`src/rtl/core/fpm_pkg.sv`:
```
// Shared types, constants and helpers of the frame PSNR meter.
package fpm_pkg;

    localparam int PIX_W      = 8;
    localparam int CFG_W      = 13;
    localparam int CFG_IDX_W  = 2;
    localparam int PSNR_W     = 16;
    localparam int ADD_W      = 18;   // three squared 8-bit differences
    localparam int SUM_W      = 42;
    localparam int SCALE_W    = 18;
    localparam int MANT_W     = 31;   // Q1.30 mantissa
    localparam int QUEUE_DEPTH = 2;

    localparam logic [SUM_W-1:0]   SUM_MAX         = {SUM_W{1'b1}};
    localparam logic [SCALE_W-1:0] PEAK_SCALE      = 18'd195075;  // 3 * 255^2
    localparam logic [SCALE_W-1:0] TEN_LOG10_2_Q16 = 18'd197283;
    localparam logic [PSNR_W-1:0]  PSNR_MAX        = {PSNR_W{1'b1}};
    localparam logic [CFG_W-1:0]   WIDTH_RESET     = 13'd1920;
    localparam logic [CFG_W-1:0]   HEIGHT_RESET    = 13'd1080;

    typedef enum logic [CFG_IDX_W-1:0] {
        CFG_FRAME_WIDTH  = 2'd0,
        CFG_FRAME_HEIGHT = 2'd1
    } cfg_index_t;

    typedef struct packed {
        logic [CFG_W-1:0] frame_width;
        logic [CFG_W-1:0] frame_height;
    } fpm_cfg_t;

    typedef enum logic [3:0] {
        BK_IDLE,
        BK_CHECK,
        BK_DIM,
        BK_NUM,
        BK_LOGN_GO,
        BK_LOGN_WAIT,
        BK_LOGS_WAIT,
        BK_MUL,
        BK_ROUND,
        BK_WRITE
    } back_state_t;

    typedef enum logic [1:0] {
        LG_IDLE,
        LG_NORM,
        LG_ITER
    } lg_state_t;

    function automatic logic [2*PIX_W-1:0] sq_diff(input logic [PIX_W-1:0] a,
                                                  input logic [PIX_W-1:0] b);
        logic [PIX_W-1:0] d;
        d = (a >= b) ? (a - b) : (b - a);
        return (2*PIX_W)'(d) * (2*PIX_W)'(d);
    endfunction

endpackage

```
`src/rtl/core/frame_psnr_meter_top.sv`:
```
// Top level of the frame PSNR meter: config registers, front, queue and back.
//
//   channel   direction  handshake              payload
//   s_*       in         s_valid / s_ready      two RGB pixels, frame_last
//   m_*       out        m_valid / m_ready      psnr_db (Q8.8 dB), frames_identical
//   cfg_*     in         cfg_valid / cfg_ready  cfg_index, cfg_data (13 bits)
//
// Pixel requests are taken one per clock; the front adds the squared channel
// differences in two stages (difference/square, then the 42-bit sum).
// After its last pixel, a frame result is computed by the back end with the
// shared log2 unit (one squaring per fraction bit).
// The front stalls only when a last pixel finds the two-entry sum queue full.
// Reset (aresetn low, synchronous) clears the sum, the queue, both sequencers
// and restores frame_width 1920, frame_height 1080; no clearing pass is needed.
module frame_psnr_meter_top #(
    parameter int MAX_DIMENSION     = 4096,
    parameter int LOG_FRACTION_BITS = 12
) (
    input  logic                          aclk,
    input  logic                          aresetn,
    // pixel requests
    input  logic                          s_valid,
    output logic                          s_ready,
    input  logic [fpm_pkg::PIX_W-1:0]     s_first_red,
    input  logic [fpm_pkg::PIX_W-1:0]     s_first_green,
    input  logic [fpm_pkg::PIX_W-1:0]     s_first_blue,
    input  logic [fpm_pkg::PIX_W-1:0]     s_second_red,
    input  logic [fpm_pkg::PIX_W-1:0]     s_second_green,
    input  logic [fpm_pkg::PIX_W-1:0]     s_second_blue,
    input  logic                          s_frame_last,
    // frame results
    output logic                          m_valid,
    input  logic                          m_ready,
    output logic [fpm_pkg::PSNR_W-1:0]    m_psnr_db,
    output logic                          m_frames_identical,
    // register writes
    input  logic                          cfg_valid,
    output logic                          cfg_ready,
    input  logic [fpm_pkg::CFG_IDX_W-1:0] cfg_index,
    input  logic [fpm_pkg::CFG_W-1:0]     cfg_data
);
    import fpm_pkg::*;

    fpm_cfg_t          cfg_reg;
    logic              q_push_valid;
    logic              q_push_ready;
    logic [SUM_W-1:0]  q_push_data;
    logic              q_pop_valid;
    logic              q_pop_ready;
    logic [SUM_W-1:0]  q_pop_data;

    // Register writes are always accepted; unknown indexes drop.
    assign cfg_ready = 1'b1;

    always_ff @(posedge aclk) begin
        if (!aresetn) begin
            cfg_reg.frame_width  <= WIDTH_RESET;
            cfg_reg.frame_height <= HEIGHT_RESET;
        end else if (cfg_valid) begin
            case (cfg_index)
                CFG_FRAME_WIDTH:  cfg_reg.frame_width  <= cfg_data;
                CFG_FRAME_HEIGHT: cfg_reg.frame_height <= cfg_data;
                default: ;
            endcase
        end
    end

    // Front: accept pixels and accumulate; hand each frame sum to the queue.
    fpm_front u_front (
        .aclk           (aclk),
        .aresetn        (aresetn),
        .s_valid        (s_valid),
        .s_ready        (s_ready),
        .s_first_red    (s_first_red),
        .s_first_green  (s_first_green),
        .s_first_blue   (s_first_blue),
        .s_second_red   (s_second_red),
        .s_second_green (s_second_green),
        .s_second_blue  (s_second_blue),
        .s_frame_last   (s_frame_last),
        .q_push_valid   (q_push_valid),
        .q_push_ready   (q_push_ready),
        .q_push_data    (q_push_data)
    );

    // Decouple the pixel path from the per-frame log computation.
    fpm_queue #(
        .WIDTH (SUM_W),
        .DEPTH (QUEUE_DEPTH)
    ) u_queue (
        .aclk       (aclk),
        .aresetn    (aresetn),
        .push_valid (q_push_valid),
        .push_ready (q_push_ready),
        .push_data  (q_push_data),
        .pop_valid  (q_pop_valid),
        .pop_ready  (q_pop_ready),
        .pop_data   (q_pop_data)
    );

    // Back: turn each frame sum into PSNR and hold it in the result register.
    fpm_back #(
        .MAX_DIMENSION (MAX_DIMENSION),
        .LFB           (LOG_FRACTION_BITS)
    ) u_back (
        .aclk               (aclk),
        .aresetn            (aresetn),
        .cfg                (cfg_reg),
        .q_pop_valid        (q_pop_valid),
        .q_pop_ready        (q_pop_ready),
        .q_pop_data         (q_pop_data),
        .m_valid            (m_valid),
        .m_ready            (m_ready),
        .m_psnr_db          (m_psnr_db),
        .m_frames_identical (m_frames_identical)
    );

endmodule

```
`src/rtl/core/fpm_queue.sv`:
```
// Small register FIFO that carries frame sums from the front to the back.
module fpm_queue #(
    parameter int WIDTH = 42,
    parameter int DEPTH = 2
) (
    input  logic             aclk,
    input  logic             aresetn,
    input  logic             push_valid,
    output logic             push_ready,
    input  logic [WIDTH-1:0] push_data,
    output logic             pop_valid,
    input  logic             pop_ready,
    output logic [WIDTH-1:0] pop_data
);
    localparam int PTR_W = (DEPTH > 1) ? $clog2(DEPTH) : 1;
    localparam int CNT_W = $clog2(DEPTH + 1);

    logic [WIDTH-1:0] entry_reg [DEPTH];
    logic [PTR_W-1:0] wr_ptr_reg, wr_ptr_next;
    logic [PTR_W-1:0] rd_ptr_reg, rd_ptr_next;
    logic [CNT_W-1:0] count_reg, count_next;
    logic             do_push, do_pop;

    assign push_ready = (count_reg != CNT_W'(DEPTH));
    assign pop_valid  = (count_reg != '0);
    assign pop_data   = entry_reg[rd_ptr_reg];
    assign do_push    = push_valid && push_ready;
    assign do_pop     = pop_valid && pop_ready;

    always_comb begin
        wr_ptr_next = wr_ptr_reg;
        rd_ptr_next = rd_ptr_reg;
        count_next  = count_reg;
        if (do_push) begin
            wr_ptr_next = (wr_ptr_reg == PTR_W'(DEPTH - 1)) ? '0 : wr_ptr_reg + 1'b1;
        end
        if (do_pop) begin
            rd_ptr_next = (rd_ptr_reg == PTR_W'(DEPTH - 1)) ? '0 : rd_ptr_reg + 1'b1;
        end
        if (do_push && !do_pop) begin
            count_next = count_reg + 1'b1;
        end else if (do_pop && !do_push) begin
            count_next = count_reg - 1'b1;
        end
    end

    always_ff @(posedge aclk) begin
        if (!aresetn) begin
            wr_ptr_reg <= '0;
            rd_ptr_reg <= '0;
            count_reg  <= '0;
        end else begin
            wr_ptr_reg <= wr_ptr_next;
            rd_ptr_reg <= rd_ptr_next;
            count_reg  <= count_next;
        end
    end

    always_ff @(posedge aclk) begin
        if (do_push) begin
            entry_reg[wr_ptr_reg] <= push_data;
        end
    end

endmodule

```
`src/rtl/core/fpm_front.sv`:
```
// Pixel front end: squared channel differences and the running frame sum.
module fpm_front (
    input  logic                       aclk,
    input  logic                       aresetn,
    input  logic                       s_valid,
    output logic                       s_ready,
    input  logic [fpm_pkg::PIX_W-1:0]  s_first_red,
    input  logic [fpm_pkg::PIX_W-1:0]  s_first_green,
    input  logic [fpm_pkg::PIX_W-1:0]  s_first_blue,
    input  logic [fpm_pkg::PIX_W-1:0]  s_second_red,
    input  logic [fpm_pkg::PIX_W-1:0]  s_second_green,
    input  logic [fpm_pkg::PIX_W-1:0]  s_second_blue,
    input  logic                       s_frame_last,
    output logic                       q_push_valid,
    input  logic                       q_push_ready,
    output logic [fpm_pkg::SUM_W-1:0]  q_push_data
);
    import fpm_pkg::*;

    logic             s1_valid_reg;
    logic             s1_last_reg;
    logic [ADD_W-1:0] s1_add_reg, s1_add_next;
    logic [SUM_W-1:0] sum_reg, sum_next;
    logic [SUM_W:0]   acc_wide;
    logic [SUM_W-1:0] acc_sat;
    logic             s1_go;

    assign s1_add_next = ADD_W'(sq_diff(s_first_red, s_second_red))
                       + ADD_W'(sq_diff(s_first_green, s_second_green))
                       + ADD_W'(sq_diff(s_first_blue, s_second_blue));

    // Saturate the frame sum instead of wrapping.
    assign acc_wide = {1'b0, sum_reg} + (SUM_W + 1)'(s1_add_reg);
    assign acc_sat  = acc_wide[SUM_W] ? SUM_MAX : acc_wide[SUM_W-1:0];

    // A last pixel leaves stage 1 only when the queue has room.
    assign s1_go        = s1_valid_reg && (!s1_last_reg || q_push_ready);
    assign s_ready      = !s1_valid_reg || s1_go;
    assign q_push_valid = s1_valid_reg && s1_last_reg;
    assign q_push_data  = acc_sat;
    assign sum_next     = s1_last_reg ? '0 : acc_sat;

    always_ff @(posedge aclk) begin
        if (!aresetn) begin
            s1_valid_reg <= 1'b0;
            sum_reg      <= '0;
        end else begin
            if (s_ready) begin
                s1_valid_reg <= s_valid;
            end
            if (s1_go) begin
                sum_reg <= sum_next;
            end
        end
    end

    always_ff @(posedge aclk) begin
        if (s_valid && s_ready) begin
            s1_add_reg  <= s1_add_next;
            s1_last_reg <= s_frame_last;
        end
    end

endmodule

```
`src/rtl/core/fpm_log2.sv`:
```
// Iterative fixed-point log2: leading-one normalize, then repeated squaring.
module fpm_log2 #(
    parameter int LOG_W = 44,
    parameter int LFB   = 12
) (
    input  logic                          aclk,
    input  logic                          aresetn,
    input  logic                          start,
    input  logic [LOG_W-1:0]              x_in,
    output logic                          done,
    output logic [$clog2(LOG_W)+LFB-1:0]  result
);
    import fpm_pkg::*;

    localparam int P_W  = $clog2(LOG_W);
    localparam int IT_W = $clog2(LFB);

    lg_state_t          state_reg, state_next;
    logic [LOG_W-1:0]   x_reg;
    logic [P_W-1:0]     lz_reg;
    logic [MANT_W-1:0]  y_reg;
    logic [LFB-1:0]     frac_reg;
    logic [IT_W-1:0]    iter_reg;
    logic               done_reg;
    logic [2*MANT_W-1:0] sq_full;
    logic [MANT_W:0]    sq_q;
    logic               top_zero8;
    logic               last_iter;

    assign sq_full   = (2*MANT_W)'(y_reg) * (2*MANT_W)'(y_reg);
    assign sq_q      = sq_full[2*MANT_W-1:MANT_W-1];
    assign top_zero8 = (x_reg[LOG_W-1 -: 8] == '0);
    assign last_iter = (iter_reg == IT_W'(LFB - 1));

    assign done   = done_reg;
    assign result = {P_W'(LOG_W - 1) - lz_reg, frac_reg};

    always_comb begin
        state_next = state_reg;
        case (state_reg)
            LG_IDLE: if (start) state_next = LG_NORM;
            LG_NORM: if (x_reg[LOG_W-1]) state_next = LG_ITER;
            LG_ITER: if (last_iter) state_next = LG_IDLE;
            default: state_next = LG_IDLE;
        endcase
    end

    always_ff @(posedge aclk) begin
        if (!aresetn) begin
            state_reg <= LG_IDLE;
            done_reg  <= 1'b0;
        end else begin
            state_reg <= state_next;
            done_reg  <= (state_reg == LG_ITER) && last_iter;
        end
    end

    always_ff @(posedge aclk) begin
        case (state_reg)
            LG_IDLE: begin
                if (start) begin
                    x_reg  <= x_in;
                    lz_reg <= '0;
                end
            end
            LG_NORM: begin
                if (x_reg[LOG_W-1]) begin
                    y_reg    <= x_reg[LOG_W-1 -: MANT_W];
                    frac_reg <= '0;
                    iter_reg <= '0;
                end else if (top_zero8) begin
                    x_reg  <= x_reg << 8;
                    lz_reg <= lz_reg + P_W'(8);
                end else begin
                    x_reg  <= x_reg << 1;
                    lz_reg <= lz_reg + 1'b1;
                end
            end
            LG_ITER: begin
                // Square; a result at or above 2.0 is halved and yields a one bit.
                if (sq_q[MANT_W]) begin
                    y_reg    <= sq_q[MANT_W:1];
                    frac_reg <= {frac_reg[LFB-2:0], 1'b1};
                end else begin
                    y_reg    <= sq_q[MANT_W-1:0];
                    frac_reg <= {frac_reg[LFB-2:0], 1'b0};
                end
                iter_reg <= iter_reg + 1'b1;
            end
            default: ;
        endcase
    end

endmodule

```
`src/rtl/core/fpm_back.sv`:
```
// Frame back end: peak term, two logs, dB scaling and the result register.
module fpm_back #(
    parameter int MAX_DIMENSION = 4096,
    parameter int LFB           = 12
) (
    input  logic                        aclk,
    input  logic                        aresetn,
    input  fpm_pkg::fpm_cfg_t           cfg,
    input  logic                        q_pop_valid,
    output logic                        q_pop_ready,
    input  logic [fpm_pkg::SUM_W-1:0]   q_pop_data,
    output logic                        m_valid,
    input  logic                        m_ready,
    output logic [fpm_pkg::PSNR_W-1:0]  m_psnr_db,
    output logic                        m_frames_identical
);
    import fpm_pkg::*;

    localparam int DIM_W  = $clog2(MAX_DIMENSION + 1);
    localparam int WH_W   = 2 * DIM_W;
    localparam int NUM_W  = WH_W + SCALE_W;
    localparam int LOG_W  = (NUM_W > SUM_W) ? NUM_W : SUM_W;
    localparam int P_W    = $clog2(LOG_W);
    localparam int RES_W  = P_W + LFB;
    localparam int PROD_W = RES_W + SCALE_W;
    localparam int SHIFT  = LFB + 8;
    localparam logic [PROD_W:0] ROUND_ONE = (PROD_W + 1)'(1) << (SHIFT - 1);

    function automatic logic [DIM_W-1:0] clamp_dim(input logic [CFG_W-1:0] d);
        logic [CFG_W:0] wide;
        wide = (CFG_W + 1)'(d);
        if (wide > (CFG_W + 1)'(MAX_DIMENSION)) begin
            wide = (CFG_W + 1)'(MAX_DIMENSION);
        end
        return DIM_W'(wide);
    endfunction

    back_state_t        state_reg, state_next;
    logic [SUM_W-1:0]   sum_reg;
    logic [WH_W-1:0]    wh_reg;
    logic [NUM_W-1:0]   num_reg;
    logic [RES_W-1:0]   ln_reg;
    logic [RES_W-1:0]   diff_reg;
    logic [PROD_W-1:0]  prod_reg;
    logic [PSNR_W-1:0]  psnr_reg;
    logic               ident_reg;
    logic               m_valid_reg;
    logic [PSNR_W-1:0]  m_psnr_reg;
    logic               m_ident_reg;

    logic               lg_start;
    logic [LOG_W-1:0]   lg_x;
    logic               lg_done;
    logic [RES_W-1:0]   lg_result;
    logic               out_free;
    logic               out_load;
    logic               num_zero;
    logic [PROD_W:0]    rounded;
    logic [PROD_W-SHIFT:0] scaled;
    logic [PSNR_W-1:0]  psnr_sat;

    fpm_log2 #(
        .LOG_W (LOG_W),
        .LFB   (LFB)
    ) u_log2 (
        .aclk    (aclk),
        .aresetn (aresetn),
        .start   (lg_start),
        .x_in    (lg_x),
        .done    (lg_done),
        .result  (lg_result)
    );

    assign num_zero = (num_reg == '0);
    assign out_free = !m_valid_reg || m_ready;
    assign lg_x     = (state_reg == BK_LOGN_GO) ? LOG_W'(num_reg) : LOG_W'(sum_reg);
    assign rounded  = {1'b0, prod_reg} + ROUND_ONE;
    assign scaled   = rounded[PROD_W:SHIFT];
    assign psnr_sat = (|scaled[PROD_W-SHIFT:PSNR_W]) ? PSNR_MAX : scaled[PSNR_W-1:0];

    assign m_valid            = m_valid_reg;
    assign m_psnr_db          = m_psnr_reg;
    assign m_frames_identical = m_ident_reg;

    always_comb begin
        state_next = state_reg;
        case (state_reg)
            BK_IDLE:      if (q_pop_valid) state_next = BK_CHECK;
            BK_CHECK:     state_next = (sum_reg == '0) ? BK_WRITE : BK_DIM;
            BK_DIM:       state_next = BK_NUM;
            BK_NUM:       state_next = BK_LOGN_GO;
            BK_LOGN_GO:   state_next = num_zero ? BK_WRITE : BK_LOGN_WAIT;
            BK_LOGN_WAIT: if (lg_done) state_next = BK_LOGS_WAIT;
            BK_LOGS_WAIT: begin
                if (lg_done) begin
                    state_next = (ln_reg > lg_result) ? BK_MUL : BK_WRITE;
                end
            end
            BK_MUL:       state_next = BK_ROUND;
            BK_ROUND:     state_next = BK_WRITE;
            BK_WRITE:     if (out_free) state_next = BK_IDLE;
            default:      state_next = BK_IDLE;
        endcase
    end

    always_comb begin
        q_pop_ready = 1'b0;
        lg_start    = 1'b0;
        out_load    = 1'b0;
        case (state_reg)
            BK_IDLE:      q_pop_ready = 1'b1;
            BK_LOGN_GO:   lg_start = !num_zero;
            BK_LOGN_WAIT: lg_start = lg_done;
            BK_WRITE:     out_load = out_free;
            default: ;
        endcase
    end

    always_ff @(posedge aclk) begin
        if (!aresetn) begin
            state_reg   <= BK_IDLE;
            m_valid_reg <= 1'b0;
        end else begin
            state_reg <= state_next;
            if (out_load) begin
                m_valid_reg <= 1'b1;
            end else if (m_ready) begin
                m_valid_reg <= 1'b0;
            end
        end
    end

    always_ff @(posedge aclk) begin
        case (state_reg)
            BK_IDLE: begin
                if (q_pop_valid) begin
                    sum_reg <= q_pop_data;
                end
            end
            BK_CHECK: begin
                psnr_reg  <= PSNR_MAX;
                ident_reg <= 1'b1;
            end
            BK_DIM: begin
                wh_reg    <= WH_W'(clamp_dim(cfg.frame_width))
                           * WH_W'(clamp_dim(cfg.frame_height));
                psnr_reg  <= '0;
                ident_reg <= 1'b0;
            end
            BK_NUM:       num_reg <= NUM_W'(wh_reg) * NUM_W'(PEAK_SCALE);
            BK_LOGN_WAIT: if (lg_done) ln_reg <= lg_result;
            BK_LOGS_WAIT: if (lg_done) diff_reg <= ln_reg - lg_result;
            BK_MUL:       prod_reg <= PROD_W'(diff_reg) * PROD_W'(TEN_LOG10_2_Q16);
            BK_ROUND:     psnr_reg <= psnr_sat;
            default: ;
        endcase
        if (out_load) begin
            m_psnr_reg  <= psnr_reg;
            m_ident_reg <= ident_reg;
        end
    end

endmodule

```
`config.mk`:
```
export PLATFORM = sky130hd
export DESIGN_NAME = frame_psnr_meter_top
export DESIGN_NICKNAME = d
export VERILOG_FILES = /design/src/rtl/core/fpm_pkg.sv /design/src/rtl/core/frame_psnr_meter_top.sv /design/src/rtl/core/fpm_queue.sv /design/src/rtl/core/fpm_front.sv /design/src/rtl/core/fpm_log2.sv /design/src/rtl/core/fpm_back.sv
export SDC_FILE = /design/constraint.sdc
export NUM_CORES = 2
export LEC_CHECK = 0
export BUFFER_PORTS_ARGS = -buffer_cell sky130_fd_sc_hd__buf_2
export CORE_AREA = 5 5 386 388
export DETAILED_ROUTE_END_ITERATION = 8
export DIE_AREA = 0 0 391 393
export GPL_TIMING_DRIVEN = 0
export PLACE_DENSITY = 0.73
export SYNTH_ARGS = -nofsm -noshare
export SYNTH_HDL_FRONTEND = slang
export SYNTH_SLANG_ARGS = --single-unit
```
`constraint.sdc`:
```
create_clock -name aclk -period 13.35 [get_ports aclk]
set_input_delay 2.67 -clock aclk [delete_from_list [all_inputs] [get_ports aclk]]
set_output_delay 2.67 -clock aclk [all_outputs]
set_load 0.01 [all_outputs]
```
Word-level counts from Yosys, hierarchy flattened

Memories as Yosys holds them, arrays and structs flattened. A register that Yosys moved wholly into a read port is not among the register bits.
Index checks and enable logic that the tools add are counted.
Widths: inputs -> output; s select.

Add/sub/neg operators: 19
$mul: 7
$lt $le $gt $ge: 6
Eq/ne operators: 22
Mux-type cells: 52
Reductions and logical operators: 40

Operator list:

| operator               | count |
|---|---|
| $mux 44                | 4 |
| $pmux 44 s2            | 1 |
| $mux 42                | 2 |
| $mul 31x31->62         | 1 |
| $mux 31                | 2 |
| $pmux 31 s2            | 1 |
| $mux 13                | 4 |
| $mul 8x8->16           | 3 |
| $pmux 16 s3            | 1 |
| $sub 8x8->8            | 6 |
| $logic_not 44->1       | 1 |
| $mul 26x18->44 const B | 1 |
| $add 42x18->43         | 1 |
| $logic_not 42->1       | 1 |
| $pmux 4 s10            | 1 |
| $add 36x20->37 const B | 1 |
| $mul 18x18->36 const B | 1 |
| $mux 4                 | 8 |
| $gt 13x13->1 const B   | 2 |
| $mul 13x13->26         | 1 |
| $ge 8x8->1             | 3 |
| $mux 8                 | 3 |
| $pmux 12 s2            | 1 |
| $add 18x16->18         | 1 |
| 38 further kinds       | 95 |

Register bits: 373
RAM bits: 84
Input port bits: 69
Output and inout bits: 20
Logic and storage cells: 175
Memories kept: 1

Memory list:

| name              | words | bits a word | read ports | clocked after Yosys merged registers in | write ports | RTL line        | text |
|---|---|---|---|---|---|---|---|
| u_queue.entry_reg | 2     | 42          | 1          | 1                                       | 1           | fpm_queue.sv:18 | `logic [WIDTH-1:0] entry_reg [DEPTH];` |

Logic depth before layout (Yosys ltp)

Depth in word-level cells: 6
Depth in mapped cells: 47

Modules after synthesis

A second synthesis with hierarchy kept.

Cell total of the unflattened synthesis: 7446
Area, all modules: 73483.0 µm²

Modules (own cells, without submodules):

| module               | times used | cells an instance | area each (µm²) | seq. area each (µm²) |
|---|---|---|---|---|
| fpm_log2             | 1          | 3312              | 31689.1         | 2972.9 |
| fpm_back             | 1          | 2503              | 25968.7         | 6075.8 |
| fpm_front            | 1          | 1366              | 11481.0         | 1431.4 |
| fpm_queue            | 1          | 155               | 3263.1          | 2622.5 |
| frame_psnr_meter_top | 1          | 110               | 1081.0          | 520.5 |

Worst setup path before layout

OpenSTA, ideal clock, no wires.

Path type: input -> register
From: input port s_first_red[0] in the netlist's numbering
To: register u_front.s1_add_reg[17], data pin
Arrival time: 12736 ps
Required time: 13092 ps
Slack: 357 ps
Stages: 47
Path through: inv_1 ha_1 inv_1 fa_1 a21oi_1 o21bai_1 a41oi_1 o21ai_0 a21oi_1 clkbuf_1 mux2_2 xnor2_1 inv_1 nand2_1 inv_1 fa_1 inv_1 fa_1 (+11 left out) xor2_1 fa_1 inv_1 fa_1 fa_1 inv_1 fa_1 inv_1 ha_1 a21boi_0 o21ai_0 a21boi_0 o21ai_0 nand2b_1 a311oi_1 o31ai_1 a21oi_1 xnor2_1

Longest elaborated chain between the ends: 5
Elaborated cells between the ends (all ways): 7
Those cells by class: add/sub: 4; mul: 1; order compare: 1; mux: 1

RTL lines:

| element                                   | RTL line                   | text |
|---|---|---|
| start: declaration                        | frame_psnr_meter_top.sv:24 | `input logic [fpm_pkg::PIX_W-1:0] s_first_red,` |
| $sub 8x8->8 or $ge 8x8->1 (tied branches) | fpm_pkg.sv:53              | `d = (a >= b) ? (a - b) : (b - a);` |
| $mux 8 *                                  | fpm_pkg.sv:53              |  |
| $mul 8x8->16 *                            | fpm_pkg.sv:54              | `return (2*PIX_W)'(d) * (2*PIX_W)'(d);` |
| $add 16x16->17 *                          | fpm_front.sv:29            | `+ ADD_W'(sq_diff(s_first_green, s_second_green))` |
| $add 18x16->18 *                          | fpm_front.sv:30            | `+ ADD_W'(sq_diff(s_first_blue, s_second_blue));` |
| named net u_front.s1_add_next[17]         | fpm_front.sv:22            | `logic [ADD_W-1:0] s1_add_reg, s1_add_next;` |
| end signal: assignment                    | fpm_front.sv:59            | `s1_add_reg <= s1_add_next;` |
| end: declaration                          | fpm_front.sv:22            |  |

The timed path passes the listed nets; every way through them passes the cells marked *.
A chain may end at the register's enable or synchronous reset.

Worst setup path in the final report

From: input port s_first_green[0] in the netlist's numbering
To: register u_front.s1_add_reg[17], data pin

Longest elaborated chain between the ends: 5
Elaborated cells between the ends (all ways): 7
Those cells by class: add/sub: 4; mul: 1; order compare: 1; mux: 1

RTL lines:

| element                                   | RTL line                   | text |
|---|---|---|
| start: declaration                        | frame_psnr_meter_top.sv:25 | `input logic [fpm_pkg::PIX_W-1:0] s_first_green,` |
| $sub 8x8->8 or $ge 8x8->1 (tied branches) | fpm_pkg.sv:53              |  |
| $mux 8 *                                  | fpm_pkg.sv:53              |  |
| $mul 8x8->16 *                            | fpm_pkg.sv:54              |  |
| $add 16x16->17 *                          | fpm_front.sv:29            |  |
| $add 18x16->18 *                          | fpm_front.sv:30            |  |
| named net u_front.s1_add_next[17]         | fpm_front.sv:22            |  |

Marked as above.

==> impl_summary.txt <==
----------------------------------------------------
[Status]
  Status ... finished clean

[Synth]
  Syn Area/Cell ... 9.93 um2
  Top cells by area, synth ... sky130_fd_sc_hd__fa_1, sky130_fd_sc_hd__edfxtp_1, sky130_fd_sc_hd__ha_1
  Net count after synthesis ... 9396
  Number of flops mapped to enable cells by yosys ... 399
  Synth Register Bits ... 480
  Share of synthesized area occupied by flip-flops and latches ... a little under a fifth
  Synth Flop Type ... sky130_fd_sc_hd__edfxtp_1
  Warning count from the yosys run ... 0
  Share of the synthesized area in the top cell type ... 33.4%
  Gate count of the mapped netlist ... just over 7000
  Post-synthesis cell type count ... 91
  Area leader, netlist ... sky130_fd_sc_hd__fa_1
  Mapped cell area ... a little over 70000 um2
  Proportion of synthesized flip-flops having asynchronous set or reset ... 0%

[Worst setup path]
  Category of the worst setup path capture point ... flop
  Source of the worst register-to-register timing path ... u_back.u_log2.y_reg[24]
  Setup crit start ... s_first_green[0]
  Signal arrival time at the worst endpoint ... 13.29 ns
  Largest driver fanout on the critical path ... 5
  Kind of critical path ... in -> reg
  Library cell appearing most often on the critical path ... sky130_fd_sc_hd__fa_1
  Slowest stage cell, crit path ... sky130_fd_sc_hd__fa_1
  Slowest cell delay on critical path ... approximately 0.57 ns
  Crit path launch type ... input port
  Critical path required time ... 13.72 ns

[Job]
  Count of max-cap constraint violations ... 0

[Floorplanning]
  Placement row count ... 140
  Effective utilization at floorplan ... 49.7%
  Io pins ... 89
  Core Footprint ... 145000 um2
  Die span in x ... 391 um
  Die height ... approximately 400 um
  Area of the die ... 154000 um2

[STA]
  Final min period ... 12.92 ns
  FMAX ... 77.4 MHz
  Final setup TNS ... 0 ns
  Endpoints failing setup ... 0
  Worst slew slack as a fraction of its limit ... 9.93%
  Smallest hold slack ... between 0.4 and 0.5 ns
  Final worst-path cycle share ... 96.8%
  Final worst clock skew ... 0.0336 ns
  Number of hold violations in the final report ... 0
  Final count of pins violating max slew ... 0
  Slew of the pin with the lowest slew margin ... between 1 and 1.5 ns

[Clock tree]
  Root buf cell ... sky130_fd_sc_hd__clkbuf_16
  Number of clock sinks ... 480
  CTS tree ... yes
  Clk Latency, worst-skew pair ... 0.62 ns
  Post-CTS clock slew at the launch and capture registers of the worst setup and hold paths ... 0.06 ns
  Number of buffers inserted by hold repair at cts ... 0
  Longest Clk Path Bufs ... 3
  Deepest level of the CTS H-tree ... 2
  Number of clock buffers inserted by TritonCTS ... 52

[Detailed routing]
  Number of design-rule violations left by the first detailed-router iteration ... 3876
  Wire length reported by the detailed router ... 181000 um
  Count of nets left with antenna violations after detail routing ... 0
  Number of vias per cell after detailed routing ... 5.43
  DR WL/cell ... 19.3 um
  Number of remaining DRC errors ... 0
  Number of vias after detailed routing ... 50900
  Count of TritonRoute iterations in the first routing pass ... 7

[Final layout]
  Max FFs per register ... 84
  Total of fill cells in the finished design ... 12700
  Post-layout nets ... 9563
  Share of post-route cells with drive strength above 1 ... 4.73%
  Area delta synth->final ... 7.16%

[Global route]
  Initial antenna violation count ... 4
  Aggregate global-route resource usage ... 24.0%
  Total congestion overflow after global routing ... 0
  Global-route wire length before repair ... 291000 um
  Largest net degree at the start of global routing ... 37
  Vias in the first global route ... between 50000 and 60000

[Hold path]
  Source of the worst hold timing path ... u_back.psnr_reg[4]
  Hold WC Path Type ... reg -> reg

[Placed design]
  # port buffers ... 87
  Final weighted congestion in routability-driven placement ... between 0.9 and 1
  Post-detail-place hpwl ... 151000 um

----------------------------------------------------
## per-stage QoR
step,instances,cell area [um2],setup slack (ns),utilization (%)
floorplan,7252,72000,0.357,-
global placement,9256,74900,-1.25,51.6
detailed placement,9271,75100,-1.34,51.8
CTS,9369,77000,0.0534,53.1
global route,9380,77200,-0.0223,53.2
finish,9384,77200,0.431,53.2
## critical path: cells and delay by family
family                   cells  cell delay, ns
AND/OR/NAND/NOR              4            0.65
XOR/XNOR                     2            0.31
adder cells (fa/ha/maj)     14            6.32
AO/OA/AOI/OAI               15            2.87
buffers and inverters        8            0.46
## worst paths after layout
| path | to | cells after the start | slack, ns |
|---|---|---|---|
| max reg2reg | u_back.u_log2.y_reg[11] | 27 | 2.22 |
| max | u_front.s1_add_reg[17] | 43 | 0.43 |
| min reg2reg | u_back.m_psnr_db[4] | 0 | 0.41 |
| min | u_back.m_psnr_db[4] | 0 | 0.41 |
## synth_stat cells (85+ instances only)
cell type,number
sky130_fd_sc_hd__nand2_1,608
sky130_fd_sc_hd__o21ai_0,132
sky130_fd_sc_hd__xnor2_1,162
sky130_fd_sc_hd__mux2i_1,92
sky130_fd_sc_hd__ha_1,874
sky130_fd_sc_hd__fa_1,1201
sky130_fd_sc_hd__a21oi_1,223
sky130_fd_sc_hd__and2_1,194
sky130_fd_sc_hd__clkbuf_1,181
sky130_fd_sc_hd__nor2_1,376
sky130_fd_sc_hd__inv_1,1731
sky130_fd_sc_hd__edfxtp_1,399
sky130_fd_sc_hd__nand3_1,85
## cell families (layout without fill, tap and decap cells)
family | count (synthesis) | count (layout) | share of synthesized area, %
and+or+nand+nor | 1580 | 1580 | 10.1
muxes | 140 | 140 | 2.03
xor gates and xnor gates | 241 | 241 | 2.98
AOI/OAI and AO/OA | 789 | 789 | 7.23
adders and majority gates | 2075 | 2075 | 48.6
DFF | 480 | 480 | 18.9
other | 1 | 5 | 0.00521
buffers and inverters | 1946 | 2157 | 10.2
## repair_timing
action	CTS	global route
resized for setup	10	24
pin swaps	0	11
setup endpoints to repair	7	6
buffers inserted	0	11
## cells in the final DEF (no fill, tap or decap), types with 12 or more instances in the layout
cell type                   netlist  final
sky130_fd_sc_hd__and3_1          27     26
sky130_fd_sc_hd__o21a_1          32     31
sky130_fd_sc_hd__a221o_1         12     12
sky130_fd_sc_hd__ha_1           874    873
sky130_fd_sc_hd__mux2_2          48     48
sky130_fd_sc_hd__nor2_1         376    370
sky130_fd_sc_hd__nand4_1         30     30
sky130_fd_sc_hd__nor2b_1         53     53
sky130_fd_sc_hd__a21o_1          80     80
sky130_fd_sc_hd__dfxtp_1         81     81
sky130_fd_sc_hd__o21ai_0        132    130
sky130_fd_sc_hd__and2_1         194    193
sky130_fd_sc_hd__a22o_1          27     27
sky130_fd_sc_hd__or2_2           18     18
sky130_fd_sc_hd__clkbuf_16        0     53
sky130_fd_sc_hd__edfxtp_1       399    399
sky130_fd_sc_hd__nand3_1         85     85
sky130_fd_sc_hd__o22ai_1         42     42
sky130_fd_sc_hd__buf_6            3     13
sky130_fd_sc_hd__xor2_1          76     72
sky130_fd_sc_hd__a211oi_1        25     24
sky130_fd_sc_hd__mux2i_1         92     91
sky130_fd_sc_hd__or3_1           15     15
sky130_fd_sc_hd__inv_1         1731   1730
sky130_fd_sc_hd__nor3_1          61     58
sky130_fd_sc_hd__clkbuf_1       181    188
sky130_fd_sc_hd__xnor2_1        162    158
sky130_fd_sc_hd__a21oi_1        223    221
sky130_fd_sc_hd__o21bai_1        29     28
sky130_fd_sc_hd__buf_2            9     96
sky130_fd_sc_hd__nand2b_1        52     52
sky130_fd_sc_hd__a31oi_1         23     21
sky130_fd_sc_hd__nor4_1          33     33
sky130_fd_sc_hd__o211ai_1        18     18
sky130_fd_sc_hd__nand2_1        608    607
sky130_fd_sc_hd__fa_1          1201   1201
sky130_fd_sc_hd__buf_4            3     15
sky130_fd_sc_hd__a21boi_0        31     29
## per-layer routing
| layer | up-vias | GRT usage [%] | share of wire (%) |
|---|---|---|---|
| met4 | 2 | 10.4 | 5.2 |
| li1 | 23200 | - | - |
| met5 | - | 0 | 0.0072 |
| met1 | 25400 | 30.5 | 39 |
| met3 | 482 | 3.95 | 7.3 |
| met2 | 1861 | 40.7 | 48 |
## final cells by class
| type | instances | area [um2] | area share [%] |
|---|---|---|---|
| flip-flops and latches | 480 | 13600 | 17.6 |
| well taps | 1917 | 2400 | 3.11 |
| diodes | 4 | 10.0 | 0.0130 |
| clock buffers | 64 | 1390 | 1.80 |
| plain buffers | 206 | 827 | 1.07 |
| inverters | 1740 | 6530 | 8.46 |
| repair buffers | 113 | 734 | 0.951 |
| multi-input cells | 4826 | 51300 | 66.4 |
| clock inverters | 34 | 434 | 0.562 |
Power is not shown: default switching activity piles up to over one toggle a cycle in this logic, so the estimate is an artifact.
